## config.mk

```make
export PLATFORM = sky130hd
export DESIGN_NAME = round_robin_task_scheduler_flat
export DESIGN_NICKNAME = d
export VERILOG_FILES = /design/src/hw/rtl/rrts_pkg.sv /design/src/hw/rtl/rrts_in_if.sv /design/src/hw/rtl/rrts_out_if.sv /design/src/hw/rtl/rrts_core.sv /design/src/hw/rtl/round_robin_task_scheduler.sv /design/src/flat_wrapper.sv
export VERILOG_INCLUDE_DIRS = /design/src /design/src/hw/rtl
export SDC_FILE = /design/constraint.sdc
export NUM_CORES = 1
export LEC_CHECK = 0
export BUFFER_PORTS_ARGS = -buffer_cell sky130_fd_sc_hd__buf_4
export CAP_MARGIN = 25
export CELL_PAD_IN_SITES_DETAIL_PLACEMENT = 1
export CELL_PAD_IN_SITES_GLOBAL_PLACEMENT = 2
export CORE_MARGIN = 3
export CORE_UTILIZATION = 30
export CTS_BUF_LIST = sky130_fd_sc_hd__clkbuf_8 sky130_fd_sc_hd__clkbuf_16
export DETAILED_ROUTE_END_ITERATION = 12
export GPL_TIMING_DRIVEN = 0
export PLACE_DENSITY = 0.64
export SLEW_MARGIN = 5
export SYNTH_ARGS = -nofsm -noshare
export SYNTH_HDL_FRONTEND = slang
export SYNTH_HIERARCHICAL = 1
export SYNTH_SLANG_ARGS = --single-unit
```

## constraint.sdc

```tcl
create_clock -name clk -period 4.5 [get_ports clk]
set_clock_uncertainty 0.15 [all_clocks]
set_input_delay 0.9 -clock clk [delete_from_list [all_inputs] [get_ports clk]]
set_output_delay 0.9 -clock clk [all_outputs]
set_load 0.02 [all_outputs]
```

## src/hw/rtl/round_robin_task_scheduler_macros.svh

```systemverilog
// Assertion macros for the round-robin task scheduler.
// Included by the RTL files that carry concurrent assertions.
`ifndef ROUND_ROBIN_TASK_SCHEDULER_MACROS_SVH
`define ROUND_ROBIN_TASK_SCHEDULER_MACROS_SVH

// Same-cycle implication, disabled during reset.
`define RRTS_ASSERT_IMP(label, clk, rst_n, ante, cons, msg) \
  label: assert property (@(posedge clk) disable iff (!rst_n) (ante) |-> (cons)) \
    else $error(msg);

// Next-cycle implication, disabled during reset.
`define RRTS_ASSERT_NXT(label, clk, rst_n, ante, cons, msg) \
  label: assert property (@(posedge clk) disable iff (!rst_n) (ante) |=> (cons)) \
    else $error(msg);

`endif

```

## src/hw/rtl/rrts_pkg.sv

```systemverilog
// Shared types and constants for the round-robin task scheduler.
// No dependencies; used by the interfaces, the core and the top level.
`timescale 1ns / 1ps

package rrts_pkg;

  localparam int MAX_TASKS_DEF = 8;
  localparam int MODE_W        = 2;
  localparam int TICKS_W       = 32;
  localparam int NEXT_W        = 3;
  localparam int COUNT_W       = 4;

  typedef enum logic [MODE_W-1:0] {
    MODE_CREATE = 2'd0,
    MODE_TICK   = 2'd1,
    MODE_DELAY  = 2'd2,
    MODE_DONE   = 2'd3
  } mode_t;

  typedef struct packed {
    logic [NEXT_W-1:0]  next_task;
    logic               switch_request;
    logic [COUNT_W-1:0] task_count;
    logic               create_error;
  } res_t;

  typedef struct packed {
    logic idle;
    logic done;
  } core_sts_t;

endpackage

```

## src/hw/rtl/rrts_in_if.sv

```systemverilog
// Input item channel of the round-robin task scheduler.
// Depends on rrts_pkg for the field widths.
`timescale 1ns / 1ps

interface rrts_in_if;
  logic                           valid;
  logic                           ready;
  logic [rrts_pkg::MODE_W-1:0]    mode;
  logic [rrts_pkg::TICKS_W-1:0]   delay_ticks;

  modport source (output valid, output mode, output delay_ticks, input ready);
  modport sink (input valid, input mode, input delay_ticks, output ready);
endinterface

```

## src/hw/rtl/rrts_out_if.sv

```systemverilog
// Result item channel of the round-robin task scheduler.
// Depends on rrts_pkg for the field widths.
`timescale 1ns / 1ps

interface rrts_out_if;
  logic                           valid;
  logic                           ready;
  logic [rrts_pkg::NEXT_W-1:0]    next_task;
  logic                           switch_request;
  logic [rrts_pkg::COUNT_W-1:0]   task_count;
  logic                           create_error;

  modport source (output valid, output next_task, output switch_request,
                  output task_count, output create_error, input ready);
  modport sink (input valid, input next_task, input switch_request,
                input task_count, input create_error, output ready);
endinterface

```

## src/hw/rtl/rrts_core.sv

```systemverilog
// Task table and slot-walking sequencer of the round-robin task scheduler.
// Depends on rrts_pkg and round_robin_task_scheduler_macros.svh.
`timescale 1ns / 1ps

module rrts_core #(
  parameter int MAX_TASKS = rrts_pkg::MAX_TASKS_DEF
) (
  input  logic                         clk,
  input  logic                         rst_n,
  input  logic                         start,
  input  logic [rrts_pkg::MODE_W-1:0]  mode,
  input  logic [rrts_pkg::TICKS_W-1:0] delay_ticks,
  input  logic                         take,
  output rrts_pkg::core_sts_t          sts,
  output rrts_pkg::res_t               res
);
  import rrts_pkg::*;

  localparam int IDX_W = (MAX_TASKS > 1) ? $clog2(MAX_TASKS) : 1;
  localparam int CNT_W = $clog2(MAX_TASKS + 1);

  typedef enum logic [3:0] {
    ST_IDLE   = 4'b0001,
    ST_COUNT  = 4'b0010,
    ST_SEARCH = 4'b0100,
    ST_DONE   = 4'b1000
  } state_t;

  state_t               state_r, state_nxt;
  logic [MAX_TASKS-1:0] blocked_r, blocked_nxt;
  logic [TICKS_W-1:0]   delay_mem [MAX_TASKS];
  logic [TICKS_W-1:0]   dly_rd_r;
  logic [CNT_W-1:0]     count_r, count_nxt;
  logic [IDX_W-1:0]     cur_r, cur_nxt;
  logic [IDX_W-1:0]     chosen_r, chosen_nxt;
  logic [CNT_W-1:0]     idx_r, idx_nxt;
  logic [IDX_W-1:0]     cand_r, cand_nxt;
  logic [CNT_W-1:0]     steps_r, steps_nxt;
  logic                 sw_r, sw_nxt;
  logic                 err_r, err_nxt;

  logic                 dly_we;
  logic [IDX_W-1:0]     dly_addr;
  logic [TICKS_W-1:0]   dly_wdata;
  logic [IDX_W-1:0]     slot;
  logic [TICKS_W-1:0]   dly_dec;
  logic [IDX_W-1:0]     cand_inc;
  logic [IDX_W-1:0]     cur_inc;
  logic [CNT_W-1:0]     count_inc;
  logic [IDX_W+NEXT_W-1:0]  chosen_ext;
  logic [CNT_W+COUNT_W-1:0] count_ext;
  logic                 create_go;
  logic                 chosen_ok;
  logic                 cur_ok;

  assign slot      = idx_r[IDX_W-1:0];
  assign dly_dec   = dly_rd_r - 1'b1;
  assign cand_inc  = ((CNT_W'(cand_r) + 1'b1) == count_r) ? '0 : cand_r + 1'b1;
  assign cur_inc   = ((CNT_W'(cur_r) + 1'b1) == count_r) ? '0 : cur_r + 1'b1;
  assign count_inc = count_r + 1'b1;

  always_comb begin
    state_nxt   = state_r;
    blocked_nxt = blocked_r;
    count_nxt   = count_r;
    cur_nxt     = cur_r;
    chosen_nxt  = chosen_r;
    idx_nxt     = idx_r;
    cand_nxt    = cand_r;
    steps_nxt   = steps_r;
    sw_nxt      = sw_r;
    err_nxt     = err_r;
    dly_we      = 1'b0;
    dly_addr    = cur_r;
    dly_wdata   = delay_ticks;
    unique case (state_r)
      ST_IDLE: begin
        if (start) begin
          sw_nxt    = 1'b0;
          err_nxt   = 1'b0;
          state_nxt = ST_DONE;
          unique case (mode)
            MODE_CREATE: begin
              if (count_r < CNT_W'(MAX_TASKS)) begin
                blocked_nxt[count_r[IDX_W-1:0]] = 1'b0;
                count_nxt = count_inc;
              end else begin
                err_nxt = 1'b1;
              end
            end
            MODE_TICK: begin
              if (count_r != '0) begin
                idx_nxt   = '0;
                state_nxt = ST_COUNT;
              end
            end
            MODE_DELAY: begin
              if (delay_ticks != '0) begin
                dly_we             = 1'b1;
                blocked_nxt[cur_r] = 1'b1;
                sw_nxt             = 1'b1;
              end
            end
            MODE_DONE: begin
              cur_nxt = chosen_r;
            end
            default: ;
          endcase
        end
      end
      ST_COUNT: begin
        if (blocked_r[slot] && dly_rd_r != '0) begin
          dly_we    = 1'b1;
          dly_addr  = slot;
          dly_wdata = dly_dec;
          if (dly_dec == '0) begin
            blocked_nxt[slot] = 1'b0;
          end
        end
        idx_nxt = idx_r + 1'b1;
        if ((idx_r + 1'b1) == count_r) begin
          cand_nxt  = cur_inc;
          steps_nxt = '0;
          state_nxt = ST_SEARCH;
        end
      end
      ST_SEARCH: begin
        if (!blocked_r[cand_r]) begin
          chosen_nxt = cand_r;
          sw_nxt     = (cand_r != cur_r);
          state_nxt  = ST_DONE;
        end else if (steps_r == count_r - 1'b1) begin
          chosen_nxt = cand_inc;
          sw_nxt     = (cand_inc != cur_r);
          state_nxt  = ST_DONE;
        end else begin
          cand_nxt  = cand_inc;
          steps_nxt = steps_r + 1'b1;
        end
      end
      ST_DONE: begin
        if (take) begin
          state_nxt = ST_IDLE;
        end
      end
      default: state_nxt = ST_IDLE;
    endcase
  end

  always_ff @(posedge clk) begin
    if (!rst_n) begin
      state_r   <= ST_IDLE;
      blocked_r <= '0;
      count_r   <= '0;
      cur_r     <= '0;
      chosen_r  <= '0;
      sw_r      <= 1'b0;
      err_r     <= 1'b0;
    end else begin
      state_r   <= state_nxt;
      blocked_r <= blocked_nxt;
      count_r   <= count_nxt;
      cur_r     <= cur_nxt;
      chosen_r  <= chosen_nxt;
      sw_r      <= sw_nxt;
      err_r     <= err_nxt;
    end
  end

  always_ff @(posedge clk) begin
    idx_r   <= idx_nxt;
    cand_r  <= cand_nxt;
    steps_r <= steps_nxt;
  end

  // read the slot that the walk visits next cycle
  always_ff @(posedge clk) begin
    if (dly_we) begin
      delay_mem[dly_addr] <= dly_wdata;
    end
    dly_rd_r <= delay_mem[idx_nxt[IDX_W-1:0]];
  end

  assign chosen_ext         = {{NEXT_W{1'b0}}, chosen_r};
  assign count_ext          = {{COUNT_W{1'b0}}, count_r};
  assign res.next_task      = chosen_ext[NEXT_W-1:0];
  assign res.switch_request = sw_r;
  assign res.task_count     = count_ext[COUNT_W-1:0];
  assign res.create_error   = err_r;
  assign sts.idle           = (state_r == ST_IDLE);
  assign sts.done           = (state_r == ST_DONE);

  assign create_go = start && sts.idle && mode == MODE_CREATE && count_r < CNT_W'(MAX_TASKS);
  assign chosen_ok = (count_r == '0) || (CNT_W'(chosen_r) < count_r);
  assign cur_ok    = (count_r == '0) || (CNT_W'(cur_r) < count_r);

  `include "round_robin_task_scheduler_macros.svh"

  `RRTS_ASSERT_IMP(a_count_max, clk, rst_n, 1'b1, count_r <= CNT_W'(MAX_TASKS), "count over max")
  `RRTS_ASSERT_IMP(a_chosen_rng, clk, rst_n, 1'b1, chosen_ok, "chosen out of range")
  `RRTS_ASSERT_IMP(a_cur_rng, clk, rst_n, 1'b1, cur_ok, "current out of range")
  `RRTS_ASSERT_IMP(a_walk_rng, clk, rst_n, state_r == ST_COUNT, idx_r < count_r, "walk past count")
  `RRTS_ASSERT_NXT(a_create_inc, clk, rst_n, create_go, count_r == $past(count_inc), "no count step")

endmodule

```

## src/hw/rtl/round_robin_task_scheduler.sv

```systemverilog
// Round-robin task scheduler: one item at a time. Create, delay and switch-done
// items go straight from the idle state to the done state; a tick walks the N
// created tasks, then takes S search steps (1 to N, none without tasks). A single
// decrementer walks the slots one per cycle for the countdown, then one search
// pointer steps round-robin through the ready flags. Input is accepted only while
// the sequencer is idle; a finished result waits in an output register, so the next
// item can be taken meanwhile.
// Depends on rrts_pkg, rrts_in_if, rrts_out_if and rrts_core.
`timescale 1ns / 1ps

module round_robin_task_scheduler #(
  parameter int MAX_TASKS = rrts_pkg::MAX_TASKS_DEF
) (
  input  logic       clk,
  input  logic       rst_n,
  rrts_in_if.sink    in_ch,
  rrts_out_if.source out_ch
);
  import rrts_pkg::*;

  core_sts_t sts;
  res_t      res;
  res_t      out_res_r;
  logic      out_valid_r;
  logic      take;
  logic      start;

  assign start       = in_ch.valid && in_ch.ready;
  assign in_ch.ready = sts.idle;
  assign take        = sts.done && (!out_valid_r || out_ch.ready);

  rrts_core #(
    .MAX_TASKS (MAX_TASKS)
  ) u_core (
    .clk         (clk),
    .rst_n       (rst_n),
    .start       (start),
    .mode        (in_ch.mode),
    .delay_ticks (in_ch.delay_ticks),
    .take        (take),
    .sts         (sts),
    .res         (res)
  );

  always_ff @(posedge clk) begin
    if (!rst_n) begin
      out_valid_r <= 1'b0;
    end else if (take) begin
      out_valid_r <= 1'b1;
    end else if (out_ch.ready) begin
      out_valid_r <= 1'b0;
    end
  end

  always_ff @(posedge clk) begin
    if (take) begin
      out_res_r <= res;
    end
  end

  assign out_ch.valid          = out_valid_r;
  assign out_ch.next_task      = out_res_r.next_task;
  assign out_ch.switch_request = out_res_r.switch_request;
  assign out_ch.task_count     = out_res_r.task_count;
  assign out_ch.create_error   = out_res_r.create_error;

endmodule

```

## src/flat_wrapper.sv

```systemverilog
// flat-port wrapper written by rule: the top's interface ports become plain ports
module round_robin_task_scheduler_flat import rrts_pkg::*;
#(
  parameter int MAX_TASKS = rrts_pkg::MAX_TASKS_DEF
)
  (clk, rst_n, in_ch_valid, in_ch_mode, in_ch_delay_ticks, in_ch_ready, out_ch_valid, out_ch_next_task, out_ch_switch_request, out_ch_task_count, out_ch_create_error, out_ch_ready);
  rrts_in_if in_ch_i ();
  rrts_out_if out_ch_i ();
  input  logic clk;
  input  logic rst_n;
  input wire logic [$bits(in_ch_i.valid)-1:0] in_ch_valid;
  input wire logic [$bits(in_ch_i.mode)-1:0] in_ch_mode;
  input wire logic [$bits(in_ch_i.delay_ticks)-1:0] in_ch_delay_ticks;
  output wire logic [$bits(in_ch_i.ready)-1:0] in_ch_ready;
  output wire logic [$bits(out_ch_i.valid)-1:0] out_ch_valid;
  output wire logic [$bits(out_ch_i.next_task)-1:0] out_ch_next_task;
  output wire logic [$bits(out_ch_i.switch_request)-1:0] out_ch_switch_request;
  output wire logic [$bits(out_ch_i.task_count)-1:0] out_ch_task_count;
  output wire logic [$bits(out_ch_i.create_error)-1:0] out_ch_create_error;
  input wire logic [$bits(out_ch_i.ready)-1:0] out_ch_ready;
  assign in_ch_i.valid = in_ch_valid;
  assign in_ch_i.mode = in_ch_mode;
  assign in_ch_i.delay_ticks = in_ch_delay_ticks;
  assign in_ch_ready = in_ch_i.ready;
  assign out_ch_valid = out_ch_i.valid;
  assign out_ch_next_task = out_ch_i.next_task;
  assign out_ch_switch_request = out_ch_i.switch_request;
  assign out_ch_task_count = out_ch_i.task_count;
  assign out_ch_create_error = out_ch_i.create_error;
  assign out_ch_i.ready = out_ch_ready;
  round_robin_task_scheduler #(.MAX_TASKS(MAX_TASKS)) u_core (.clk(clk), .rst_n(rst_n), .in_ch(in_ch_i), .out_ch(out_ch_i));
endmodule
```

==> metrics.md <==
| Metric | Value |
|---|---|
| Ys Warns | `6` |
| Initial Util | `0.308` |
| Slew HR | `0.318` |
| Sequential area share after synthesis | `0.632` |
| Clock slew at reported path FFs | `~0.060 ns` |
| Syn_area_per_cell | `about 11 sq um` |
| Outcome | `complete, no violations` |
| Via count | `between 10k and 15k` |
| Drt first pass iters | `4` |
| Sequential cell area | `between 9000 and 10000 sq um` |
| Layout area overhead | `20.2%` |
| Chip height | `between 200 and 250 um` |
| I/O Pins | `just under 50` |
| Max-cap violations | `0` |
| Worst Hold Path EP | `u_core/out_ch.task_count[1]` |
| CTS buffer count | `40` |
| Row count | `80` |
| DRC | `0` |
| DR vias/cell | `between 5 and 6` |
| Post-synth EDFFs | `273` |
| RSZ-0062 raised after global routing | `true` |
| Worst min path class | `reg -> reg` |
| Vias in the first global route | `~12k` |
| Overall Power | `approximately 7600 uW` |
| Hold_buf cts | `0` |
| R2R cell count | `12` |
| Peak VDD IR | `slightly below 0.3 mV` |
| Final worst path period share | `0.959` |
| RD Place Congestion | `approximately 0.84` |
| # setup viols final | `0` |
| First-pass GRT wire length | `approximately 76000 um` |
| Crit path arrival time | `around 4.6 ns` |
| Synth Net Count | `approximately 1.4k` |
| Clock Path Buffers | `3` |
| Capturing point of the worst reg2reg path | `u_core/u_core/dly_rd_r[12]` |
| Diode count | `0` |
| Setup TNS | `0 ns` |
| Final wirelength | `roughly 51000 um` |
| Tmin final | `4.32 ns` |
| H-tree depth | `2` |
| FF-to-FF Start | `u_core/u_core/count_r[0]` |
| Number of synthesized register bits | `between 300 and 400` |
| Worst hold path cell count | `0` |
| Synth unique cells | `74` |
| Crit path kind | `reg -> reg` |
| Worst EP required | `around 4.8 ns` |
| Routed WL per cell | `between 20 and 25 um` |
| Pin count of the biggest net entering global routing | `18` |
| Design Area, Final | `~18000 sq um` |
| Core ar. | `48300 sq um` |
| Slew Limit Fails | `0` |
| Worst-skew pair later-pin latency | `around 0.57 ns` |
| Setup Buffers After CTS | `0` |
| CP Max Fanout | `10` |
| Cell count after synthesis | `~1.4k` |
| FMAX | `about 230 MHz` |
| Worst slew pin tran | `~1.0 ns` |
| GRT overflow | `0` |
| Detailed Route Iter0 Violations | `slightly above 700` |
| CP Capture Type | `register` |
| Async SR Flop Fraction | `0` |
| Worst setup SP type | `register` |
| CTS tree | `built` |
| ANT nets after route | `0` |
| Worst hold start | `u_core/u_core/count_r[1]` |
| DP HPWL | `between 30000 and 40000 um` |
| Nets | `roughly 1.5k` |
| Final Core Density | `0.370` |
| Die ar. | `52300 sq um` |
| Layout cell share with drive strength beyond 1 | `0.125` |
| Power Dens Cells | `426 nW/um^2` |
| Placed Area | `~17000 sq um` |
| Fill count | `~5.3k` |
| Pleak | `roughly 0.0063 uW` |
| Gr usage total | `0.194` |
| Multi-input logic area | `roughly 5200 sq um` |
| Die Span X | `roughly 230 um` |
| Ys flop type | `edfxtp_1` |
| Final Hold Vio Count | `0` |
| Root Buffer | `clkbuf_16` |
| Initial antenna violation count | `0` |
| R2r setup slk | `between 0.15 and 0.2 ns` |
| CTS sink cnt | `between 300 and 400` |
| Cell Area, Synth | `14900 sq um` |
| IO buf count | `48` |
## timing repair
| item | in CTS | in global routing |
|---|---|---|
| cloned | 0 | 0 |
| endpoints found under the setup margin | 52 | 80 |
| pin swaps | 0 | 0 |
| gates resized for setup | 8 | 29 |
## cells in the mapped netlist, drive strengths merged, types with 3 or more instances
| cell | count | area, sq um |
|---|---|---|
| nand4 | 13 | 81.3 |
| o32ai | 3 | 26.3 |
| edfxtp | 273 | 8200 |
| xor2 | 23 | 201 |
| nor4 | 25 | 196 |
| nor4b | 7 | 61.3 |
| a31oi | 11 | 68.8 |
| o22ai | 8 | 50.1 |
| nor2b | 10 | 70.1 |
| or4b | 3 | 30.0 |
| mux2i | 14 | 140 |
| or4 | 9 | 67.6 |
| ha | 9 | 113 |
| nor3 | 22 | 110 |
| or3 | 7 | 43.8 |
| nand2b | 10 | 62.6 |
| clkbuf | 71 | 267 |
| a211oi | 3 | 22.5 |
| nor2 | 78 | 293 |
| mux4 | 4 | 90.1 |
| buf | 12 | 70.1 |
| mux2 | 6 | 67.6 |
| xnor2 | 24 | 210 |
| a41oi | 4 | 35.0 |
| o21ai | 48 | 251 |
| o31a | 4 | 35.0 |
| or2 | 9 | 56.3 |
| and2 | 5 | 31.3 |
| a21oi | 44 | 220 |
| o21a | 3 | 22.5 |
| nand3 | 167 | 836 |
| inv | 16 | 60.1 |
| nand2 | 318 | 1190 |
| dfxtp | 60 | 1200 |
| o221ai | 5 | 43.8 |
## cell usage in the layout, fill, tap and decap left out, drive strengths merged, types with 5 or more instances in the layout
cell,synthesis,layout
a21oi,44,44
a31oi,11,11
and2,5,5
buf,12,78
clkbuf,71,109
clkinv,0,14
dfxtp,60,60
edfxtp,273,273
ha,9,9
inv,16,29
mux2,6,6
mux2i,14,14
nand2,318,318
nand2b,10,10
nand3,167,167
nand4,13,13
nor2,78,78
nor2b,10,10
nor3,22,22
nor4,25,25
nor4b,7,7
o21ai,48,48
o221ai,5,5
o22ai,8,8
or2,9,9
or3,7,7
or4,9,9
xnor2,24,24
xor2,23,23
## logic make-up (layout without fill, tap and decap cells)
group,after synthesis,in the layout,synth area share
compound gates,160,160,0.0690
xor+xnor,47,47,0.0277
fa+ha+maj,9,9,0.00757
buf+inv,99,234,0.0266
flops,333,333,0.632
mux,24,24,0.0200
simple gates,695,695,0.218
## critical path: stages (launching register included)
cell and delay, ns:
dfxtp_1 0.39, clkbuf_1 0.52, inv_1 0.30, ha_1 0.30, or3b_2 0.21, a41oi_1 0.26
a22oi_1 0.39, clkbuf_1 0.53, clkbuf_1 0.63, nand2_1 0.11, nand3_1 0.10, nand2_1 0.08
o21ai_0 0.23
## layout make-up
cell class / instances / area share
clock buffer: 41 / 0.0567
timing repair buffer: 65 / 0.0438
tap: 656 / 0.0459
inverter: 16 / 0.00336
sequential: 333 / 0.526
buffer: 81 / 0.0199
clock inverter: 31 / 0.0130
multi-input combinational: 935 / 0.292
## state kept, by name, summed over array words and instances (netlist names)
register,flops
u_core/u_core/count_r,4
u_core/out_ch.create_error,1
u_core/u_core/dly_rd_r,32
u_core/u_core/err_r,1
u_core/u_core/blocked_r,8
u_core/out_ch.switch_request,1
u_core/u_core/state_r,4
u_core/u_core/idx_r,4
u_core/out_ch.next_task,3
u_core/u_core/cur_r,3
u_core/u_core/cand_r,3
u_core/out_ch.task_count,4
u_core/u_core/delay_mem,256
u_core/u_core/steps_r,4
u_core/u_core/chosen_r,3
u_core/out_ch.valid,1
u_core/u_core/sw_r,1
## how the worst max path moves through the flow
stage                             start                              to  slack (ns)  depth (start not counted)
2_1_floorplan  u_core/u_core/state_r[3]   u_core/u_core/delay_mem[7][0]        0.46                          8
3_3_place_gp   u_core/u_core/state_r[3]  u_core/u_core/delay_mem[4][18]       -2.77                          7
3_5_place_dp   u_core/u_core/state_r[1]  u_core/u_core/delay_mem[3][19]       -0.13                          9
4_1_cts        u_core/u_core/count_r[0]      u_core/u_core/dly_rd_r[27]       0.002                         12
5_1_grt        u_core/u_core/count_r[0]      u_core/u_core/dly_rd_r[20]       -0.08                         12
6_report       u_core/u_core/count_r[0]      u_core/u_core/dly_rd_r[12]        0.18                         12
## per-stage QoR
| step | worst slack (ns) | hold WS [ns] | cells |
|---|---|---|---|
| 2_1_floorplan | 0.458 | 0.273 | 1367 |
| 3_3_place_gp | -2.77 | 0.301 | 2071 |
| 3_5_place_dp | -0.131 | 0.304 | 2087 |
| 4_1_cts | 0.00225 | 0.324 | 2157 |
| 5_1_grt | -0.0840 | 0.356 | 2158 |
| 6_report | 0.184 | 0.314 | 2158 |
## power by group
group / internal (uW) / switching [uW] / leakage, uW
sequential: 3450 / 142 / 0.00296
combinational: 314 / 606 / 0.00268
clock: 1810 / 1290 / 0.000655
total: 5570 / 2040 / 0.00630
## metal layers
metal / wire length (um) / global-route usage / vias up
li1: - / - / 5177
met1: 22800 / 0.251 / 5633
met2: 24700 / 0.333 / 217
met3: 1770 / 0.0269 / 83
met4: 1570 / 0.0691 / 0
met5: 0 / 0 / -
Power figures use the tool's default switching activity.
